==> src/rtl/ptrr_pkg.sv <==
// Shared types and constants for the paper tape reader register block.
// Holds the command codes, status bit positions and inter-module structs.
// No dependencies.
`timescale 1ns / 1ps

package ptrr_pkg;

  // Bus and tape command codes carried in the input tuser field.
  typedef enum logic [2:0] {
    CMD_READ       = 3'd0,
    CMD_WRITE_WORD = 3'd1,
    CMD_WRITE_BYTE = 3'd2,
    CMD_TAPE_BYTE  = 3'd3,
    CMD_TAPE_FAIL  = 3'd4,
    CMD_DEV_RESET  = 3'd5
  } cmd_e;

  // Configuration register indexes (word address bits [3:2]).
  localparam logic [1:0] REG_BASE     = 2'd0;
  localparam logic [1:0] REG_VECTOR   = 2'd1;
  localparam logic [1:0] REG_PRIORITY = 2'd2;

  // Configuration reset values.
  localparam logic [15:0] BASE_RESET     = 16'd65384;
  localparam logic [7:0]  VECTOR_RESET   = 8'd56;
  localparam logic [2:0]  PRIORITY_RESET = 3'd4;

  // Status word bit positions.
  localparam int unsigned ERROR_BIT = 15;
  localparam int unsigned BUSY_BIT  = 11;
  localparam int unsigned DONE_BIT  = 7;
  localparam int unsigned IE_BIT    = 6;
  localparam int unsigned GO_BIT    = 0;

  // Register offsets inside the four-byte window.
  localparam logic [1:0] OFF_STATUS    = 2'd0;
  localparam logic [1:0] OFF_STATUS_HI = 2'd1;
  localparam logic [1:0] OFF_BUFFER    = 2'd2;
  localparam logic [1:0] OFF_BUFFER_HI = 2'd3;

  // Configuration values seen by the core.
  typedef struct packed {
    logic [15:0] base_address;
    logic [7:0]  interrupt_vector;
    logic [2:0]  interrupt_priority;
  } cfg_t;

  // One result item.
  typedef struct packed {
    logic [2:0]  request_level;
    logic [7:0]  request_vector;
    logic        interrupt_request;
    logic [15:0] read_data;
    logic        claimed;
  } result_t;

endpackage

==> src/rtl/ptrr_cfg.sv <==
// APB-style configuration registers: base address, interrupt vector and level.
// Depends on ptrr_pkg.
`timescale 1ns / 1ps

module ptrr_cfg (
  input  logic              clk_i,
  input  logic              rst_ni,
  input  logic              psel,
  input  logic              penable,
  input  logic              pwrite,
  input  logic [3:0]        paddr,
  input  logic [31:0]       pwdata,
  output logic [31:0]       prdata,
  output logic              pready,
  output ptrr_pkg::cfg_t    cfg_o
);
  import ptrr_pkg::*;

  logic [15:0] base_q;
  logic [7:0]  vector_q;
  logic [2:0]  level_q;
  logic        wr_en;

  assign pready = 1'b1;
  assign wr_en  = psel & penable & pwrite;

  // Register writes on the access phase.
  always_ff @(posedge clk_i or negedge rst_ni) begin
    if (!rst_ni) begin
      base_q   <= BASE_RESET;
      vector_q <= VECTOR_RESET;
      level_q  <= PRIORITY_RESET;
    end else if (wr_en) begin
      case (paddr[3:2])
        REG_BASE:     base_q   <= pwdata[15:0];
        REG_VECTOR:   vector_q <= pwdata[7:0];
        REG_PRIORITY: level_q  <= pwdata[2:0];
        default: ;
      endcase
    end
  end

  // Read-back mux.
  always_comb begin
    case (paddr[3:2])
      REG_BASE:     prdata = {16'd0, base_q};
      REG_VECTOR:   prdata = {24'd0, vector_q};
      REG_PRIORITY: prdata = {29'd0, level_q};
      default:      prdata = 32'd0;
    endcase
  end

  assign cfg_o = '{base_address: base_q, interrupt_vector: vector_q,
                   interrupt_priority: level_q};

endmodule

==> src/rtl/ptrr_core.sv <==
// Device state and per-transaction decode of the paper tape reader registers.
// Depends on ptrr_pkg.
`timescale 1ns / 1ps

module ptrr_core (
  input  logic               clk_i,
  input  logic               rst_ni,
  input  ptrr_pkg::cfg_t     cfg_i,
  input  logic               fire_i,
  input  logic [2:0]         cmd_i,
  input  logic [15:0]        address_i,
  input  logic [15:0]        write_data_i,
  input  logic [7:0]         tape_byte_i,
  output ptrr_pkg::result_t  result_o
);
  import ptrr_pkg::*;

  logic       error_q, error_d;
  logic       busy_q, busy_d;
  logic       done_q, done_d;
  logic       ie_q, ie_d;
  logic [7:0] buffer_q, buffer_d;

  logic [15:0] offset;
  logic        hit;
  logic [1:0]  off_lo;
  logic        tape_err;
  logic        irq;
  logic [15:0] status_word;

  assign offset = address_i - cfg_i.base_address;
  assign hit    = (offset[15:2] == 14'd0);
  assign off_lo = offset[1:0];

  always_comb begin
    status_word           = 16'd0;
    status_word[ERROR_BIT] = error_q;
    status_word[BUSY_BIT]  = busy_q;
    status_word[DONE_BIT]  = done_q;
    status_word[IE_BIT]    = ie_q;
  end

  // Next-state and result decode for one transaction.
  always_comb begin
    error_d  = error_q;
    busy_d   = busy_q;
    done_d   = done_q;
    ie_d     = ie_q;
    buffer_d = buffer_q;
    irq      = 1'b0;
    tape_err = error_q | (cmd_i == CMD_TAPE_FAIL);
    result_o = '0;
    case (cmd_i)
      CMD_READ: begin
        if (hit) begin
          result_o.claimed = 1'b1;
          if (off_lo == OFF_STATUS) begin
            result_o.read_data = status_word;
          end else if (off_lo == OFF_BUFFER) begin
            done_d             = 1'b0;
            result_o.read_data = {8'd0, buffer_q};
          end
        end
      end
      CMD_WRITE_WORD, CMD_WRITE_BYTE: begin
        if (hit) begin
          result_o.claimed = 1'b1;
          if (off_lo == OFF_STATUS) begin
            // Interrupt enable and go sit in the low byte for both widths.
            ie_d = write_data_i[IE_BIT];
            if (write_data_i[GO_BIT]) begin
              busy_d   = 1'b1;
              done_d   = 1'b0;
              buffer_d = 8'd0;
            end
          end else if (off_lo == OFF_BUFFER) begin
            done_d = 1'b0;
          end else if (off_lo == OFF_BUFFER_HI && cmd_i == CMD_WRITE_BYTE) begin
            done_d = 1'b0;
          end
        end
      end
      CMD_TAPE_BYTE, CMD_TAPE_FAIL: begin
        // Tape events end a read cycle only while busy; error is sticky.
        if (busy_q) begin
          busy_d  = 1'b0;
          error_d = tape_err;
          done_d  = ~tape_err;
          if (!tape_err) begin
            buffer_d = tape_byte_i;
          end
          irq = ie_q;
        end
      end
      CMD_DEV_RESET: begin
        error_d  = 1'b0;
        busy_d   = 1'b0;
        done_d   = 1'b0;
        ie_d     = 1'b0;
        buffer_d = 8'd0;
      end
      default: ;
    endcase
    if (irq) begin
      result_o.interrupt_request = 1'b1;
      result_o.request_vector    = cfg_i.interrupt_vector;
      result_o.request_level     = cfg_i.interrupt_priority;
    end
  end

  // State updates on each accepted transaction.
  always_ff @(posedge clk_i or negedge rst_ni) begin
    if (!rst_ni) begin
      error_q  <= 1'b0;
      busy_q   <= 1'b0;
      done_q   <= 1'b0;
      ie_q     <= 1'b0;
      buffer_q <= 8'd0;
    end else if (fire_i) begin
      error_q  <= error_d;
      busy_q   <= busy_d;
      done_q   <= done_d;
      ie_q     <= ie_d;
      buffer_q <= buffer_d;
    end
  end

endmodule

==> src/rtl/ptrr_out_stage.sv <==
// Result register between the decode logic and the output stream.
// Depends on ptrr_pkg.
`timescale 1ns / 1ps

module ptrr_out_stage (
  input  logic               clk_i,
  input  logic               rst_ni,
  input  logic               in_valid_i,
  output logic               in_ready_o,
  input  ptrr_pkg::result_t  result_i,
  output logic               out_valid_o,
  input  logic               out_ready_i,
  output ptrr_pkg::result_t  result_o
);
  import ptrr_pkg::*;

  logic    valid_q;
  result_t data_q;

  // A new result may enter when the register is empty or being drained.
  assign in_ready_o  = ~valid_q | out_ready_i;
  assign out_valid_o = valid_q;
  assign result_o    = data_q;

  always_ff @(posedge clk_i or negedge rst_ni) begin
    if (!rst_ni) begin
      valid_q <= 1'b0;
    end else if (in_ready_o) begin
      valid_q <= in_valid_i;
    end
  end

  always_ff @(posedge clk_i) begin
    if (in_ready_o && in_valid_i) begin
      data_q <= result_i;
    end
  end

endmodule

==> src/rtl/paper_tape_reader_registers.sv <==
// Paper tape reader register block: status and buffer registers on a bus stream.
// Top level; depends on ptrr_pkg, ptrr_cfg, ptrr_core and ptrr_out_stage.
//
// Usage:
//   The slave stream carries one transaction per item: a bus read, word or
//   byte write, a tape byte, a tape failure or a device reset, chosen by tuser.
//   Each accepted item yields exactly one result on the master stream: the
//   claim flag, read data and any interrupt request with its vector and level.
//   A result becomes valid in the cycle after acceptance. Throughput is one item
//   per cycle while the receiver keeps up, set by the single result register
//   after the decode logic. When the receiver stalls, the result register holds
//   its item and s_axis_tready stays high only while that register is being
//   drained, so no result is lost. The APB port sets the base address, interrupt
//   vector and interrupt level; write it only while the streams are idle.
//   At reset all device flags and the data buffer clear, the result register
//   empties and the configuration returns to base 65384, vector 56, level 4.
//   A device reset command clears the device flags but keeps configuration.
`timescale 1ns / 1ps

module paper_tape_reader_registers (
  input  logic        clk_i,
  input  logic        rst_ni,
  // Slave stream.
  input  logic        s_axis_tvalid,
  output logic        s_axis_tready,
  // tdata: address[15:0], write_data[31:16], tape_byte[39:32]
  input  logic [39:0] s_axis_tdata,
  // tuser: cmd[2:0]
  input  logic [2:0]  s_axis_tuser,
  // Master stream.
  output logic        m_axis_tvalid,
  input  logic        m_axis_tready,
  // tdata: claimed[0], read_data[16:1], interrupt_request[17],
  //        request_vector[25:18], request_level[28:26], zero pad[31:29]
  output logic [31:0] m_axis_tdata,
  // Configuration port.
  input  logic        psel,
  input  logic        penable,
  input  logic        pwrite,
  input  logic [3:0]  paddr,
  input  logic [31:0] pwdata,
  output logic [31:0] prdata,
  output logic        pready
);
  import ptrr_pkg::*;

  cfg_t    cfg;
  result_t core_result;
  result_t out_result;
  logic    fire;

  assign fire = s_axis_tvalid & s_axis_tready;

  // Configuration registers.
  ptrr_cfg u_cfg (
    .clk_i   (clk_i),
    .rst_ni  (rst_ni),
    .psel    (psel),
    .penable (penable),
    .pwrite  (pwrite),
    .paddr   (paddr),
    .pwdata  (pwdata),
    .prdata  (prdata),
    .pready  (pready),
    .cfg_o   (cfg)
  );

  // Device state and decode.
  ptrr_core u_core (
    .clk_i        (clk_i),
    .rst_ni       (rst_ni),
    .cfg_i        (cfg),
    .fire_i       (fire),
    .cmd_i        (s_axis_tuser),
    .address_i    (s_axis_tdata[15:0]),
    .write_data_i (s_axis_tdata[31:16]),
    .tape_byte_i  (s_axis_tdata[39:32]),
    .result_o     (core_result)
  );

  // Result register.
  ptrr_out_stage u_out (
    .clk_i       (clk_i),
    .rst_ni      (rst_ni),
    .in_valid_i  (s_axis_tvalid),
    .in_ready_o  (s_axis_tready),
    .result_i    (core_result),
    .out_valid_o (m_axis_tvalid),
    .out_ready_i (m_axis_tready),
    .result_o    (out_result)
  );

  assign m_axis_tdata = {3'd0, out_result};

endmodule

==> config.mk <==
export PLATFORM = sky130hd
export DESIGN_NAME = paper_tape_reader_registers
export DESIGN_NICKNAME = d
export VERILOG_FILES = /design/src/rtl/ptrr_pkg.sv /design/src/rtl/ptrr_cfg.sv /design/src/rtl/ptrr_core.sv /design/src/rtl/ptrr_out_stage.sv /design/src/rtl/paper_tape_reader_registers.sv
export SDC_FILE = /design/constraint.sdc
export NUM_CORES = 1
export LEC_CHECK = 0
export BUFFER_PORTS_ARGS = -buffer_cell sky130_fd_sc_hd__buf_2
export CAP_MARGIN = 20
export CORE_ASPECT_RATIO = 0.8
export CORE_MARGIN = 2
export CORE_UTILIZATION = 31
export CTS_CLUSTER_SIZE = 10
export DETAILED_ROUTE_END_ITERATION = 16
export PLACE_DENSITY_LB_ADDON = 0.05
export SLEW_MARGIN = 10
export SYNTH_ARGS = -nofsm -noshare
export SYNTH_HDL_FRONTEND = slang
export SYNTH_HIERARCHICAL = 1
export SYNTH_SLANG_ARGS = --single-unit
==> constraint.sdc <==
create_clock -name clk_i -period 8.7 [get_ports clk_i]
set_input_delay 0.435 -clock clk_i [delete_from_list [all_inputs] [get_ports clk_i]]
set_output_delay 0.435 -clock clk_i [all_outputs]
set_load 0.005 [all_outputs]
==> results_dict.tcl <==
set metrics [dict create \
    status "complete, no violations" \
    crit_family "simple AND/OR/NAND/NOR gates" \
    finalInstanceArea_um2 5170 \
    clockBufferDepth 2 \
    cts_resized 0 \
    synth_area_per_cell_um2 10.2 \
    hold_path.class "in2async" \
    ys_seq_area_share_pct 43.7 \
    drtIter0Drc 166 \
    grt_overflow 0 \
    dp_hpwl_um 7390 \
    rsz0062_at_grt "false" \
    p_leak_nw 2.30 \
    crit_chain "inv_1, ha_1, a21oi_1, o21ai_1, o2bb2ai_1, a31oi_1, nand4_1, nor4_2, nand4b_2, nor4_2, and2_1" \
    tightestPinTransition_ps 975 \
    start_util_pct 31.8 \
    crit_type "reg2reg" \
    slowest_stage "dfstp_2" \
    synth_compound_area_share_pct 10.3 \
    crit_arrival_ps 3580 \
    ant_nets 0 \
    dr_total_vias 3241 \
    setup_tns_ps 0 \
    cp_max_fo 7 \
    route.detailed.drc 0 \
    synth_top_family_by_area "simple AND/OR/NAND/NOR gates" \
    dieArea_um2 14900 \
    fin_cells 703 \
    finalSetupViolCount 0 \
    cp_common_cell "nor4_2" \
    nets 620 \
    synth_common_cells "36 x nand2_1, 30 x inv_1, 29 x edfxtp_1, 27 x buf_4" \
    crit_buf_inv 1 \
    slew_violations 0 \
    ys_ff_latch 69 \
    first_pass_iters 4 \
    die_h_um 110 \
    synth_area_leaders "edfxtp_1 20%, dfrtp_1 14%, dfstp_2 9.1%" \
    post-route-period-util_pct 38.8 \
    core_um2 13600 \
    grt_antenna_before_repair 0 \
    path_clk_slew_ps 60 \
    grt_max_degree 41 \
    synthMostInstantiatedCell "nand2_1" \
    synthDistinctLibCells 67 \
    drt_wl_total_um 10100 \
    yosys.area_share.simple_pct 19.4 \
    async_flop_share_pct 58.0 \
    relSlewSlack_pct 35.0 \
    crit_path_end_kind "register" \
    rows 38 \
    postCtsSetupRepairBufs 0 \
    diodes 0 \
    yosysTopAreaCell "edfxtp_1" \
    max_cap_viol_count 0 \
    synthFlopType "edfxtp_1" \
    grt_use_total_pct 14.0 \
    grt_pass1_vias 3144 \
    viasPerCell 4.61 \
    htreeDepth 3 \
    synth_xor_area_share_pct 1.42 \
    worst_setup_path_start_kind "register" \
    post_drt_wl_per_cell_um 14.4 \
    clk_latency_ps 330 \
    finalHoldViolCount 0 \
    cts_buffers 9 \
    post_dp_cell_area_um2 4880 \
    fmax_mhz 296 \
    dpl.cell_count 687 \
    finClkSkew_ps 7.98 \
    powerDensity_nw_per_um2 216 \
    synth-edff-count 29 \
    vdd_drop_max_mv 0.119 \
    syn_area_um2 4320 \
    port_buffers 100 \
    synth_top_area_share_pct 20.1 \
    area_growth_pct 19.7 \
    gp_congestion 0.830 \
    fp.dieW_um 136 \
    grt_pass1_wl_um 16000 \
    cp.required_ps 8900 \
    clock-sinks 69 \
    ys_warn_count 6 \
    netlist_instances 422 \
    cts_tree "yes" \
    drive_gt1_share_pct 33.8 \
    total_power_w 0.00112 \
    synth.mux.area_fraction_pct 11.7 \
    root_buffer "clkbuf_16" \
    cpPeakStageDelay_ps 530 \
    cts_hold_buf 0 \
    period_needed_ps 3380 \
    synthAdderAreaFrac_pct 4.80 \
    ioPinCount 153 \
]
## state kept, by name, indices dropped and copies added (netlist names)
signal	cells
u_core/error_q	1
u_cfg/vector_q	8
u_core/buffer_q	8
u_out/result_o	29
u_cfg/base_q	16
u_core/busy_q	1
u_cfg/level_q	3
u_core/ie_q	1
u_out/out_valid_o	1
u_core/done_q	1
## final timing paths
| path | start | end | slack, ps | cells past startpoint |
|---|---|---|---|---|
| setup / recovery | u_cfg/base_q[8]$_DFFE_PN1P_ | u_out/result_o[1]$_DFFE_PP_ | 5320 | 11 |
| min in group clk_i | pwdata[15] | u_cfg/base_q[15]$_DFFE_PN1P_ | 330 | 2 |
| max in group asynchronous | rst_ni | u_cfg/base_q[2]$_DFFE_PN0P_ | 7820 | 1 |
| hold reg to reg | u_core/buffer_q[1]$_DFFE_PN0P_ | u_core/buffer_q[1]$_DFFE_PN0P_ | 520 | 2 |
| hold / removal | rst_ni | u_core/error_q$_DFFE_PN0P_ | 270 | 1 |
| setup reg to reg | u_cfg/base_q[8]$_DFFE_PN1P_ | u_out/result_o[1]$_DFFE_PP_ | 5320 | 11 |
## per-layer routing
| metal | GRT usage [%] | vias to the layer above | share of wire [%] |
|---|---|---|---|
| li1 | - | 1630 | - |
| met1 | 19.8 | 1523 | 50 |
| met2 | 21.6 | 80 | 44 |
| met3 | 3.73 | 8 | 5.1 |
| met4 | 3.13 | 0 | 0.73 |
| met5 | 0 | - | 0 |
## cell families (layout without fill, tap and decap cells)
logic type	after synthesis	count (layout)
other	4	26
multiplexers	47	47
adder cells (fa/ha/maj)	16	16
buffers and inverters	67	146
XOR/XNOR	7	7
AND/OR/NAND/NOR	143	143
AO/OA/AOI/OAI	69	69
flip-flops	69	69
## layout make-up
type | instances | area, um^2
Multi-Input combinational cell | 308 | 2150
Inverter | 30 | 113
Sequential cell | 69 | 1890
Tap cell | 180 | 225
Timing Repair Buffer | 100 | 500
Fill cell | 1397 | 8420
Clock inverter | 6 | 63.8
Clock buffer | 10 | 229
## stage by stage
| stage | util [%] | worst slack [ps] | hold slack (ps) |
|---|---|---|---|
| floorplan | - | 5780 | 139 |
| global placement | 35.9 | 5200 | 500 |
| detailed placement | 35.9 | 5220 | 511 |
| CTS | 38.1 | 5260 | 303 |
| global route | 38.1 | 5050 | 325 |
| finish | 38.1 | 5320 | 266 |
## report_power, final
part | internal, W | total [W] | switching [W]
Sequential | 0.000396 | 0.000423 | 0.0000271
Combinational | 0.000142 | 0.000327 | 0.000185
Clock | 0.000222 | 0.000367 | 0.000145
## placed cells by master (no fill, tap or decap), drive strengths merged, types with 2 or more instances in the layout
cell / Yosys / layout
o21a: 2 / 2
a31oi: 4 / 4
or3: 2 / 2
and2: 27 / 27
edfxtp: 29 / 29
a21oi: 22 / 22
nor4: 7 / 7
clkinvlp: 0 / 2
o31ai: 2 / 2
nand3: 6 / 6
o221ai: 3 / 3
nand4: 5 / 5
nor3b: 8 / 8
mux2: 27 / 27
xor2: 4 / 4
nand2b: 6 / 6
dfrtp: 25 / 25
o21ai: 18 / 18
nand4b: 2 / 2
o22ai: 2 / 2
inv: 30 / 31
mux2i: 20 / 20
clkbuf: 7 / 10
and3: 3 / 3
nor2b: 5 / 5
nand2: 36 / 36
o211ai: 3 / 3
a21boi: 3 / 3
clkinv: 0 / 2
xnor2: 3 / 3
ha: 15 / 15
nor3: 3 / 3
or2: 3 / 3
buf: 30 / 100
nor2: 28 / 28
dfstp: 15 / 15
conb: 4 / 26
Power figures use the tool's default switching activity.
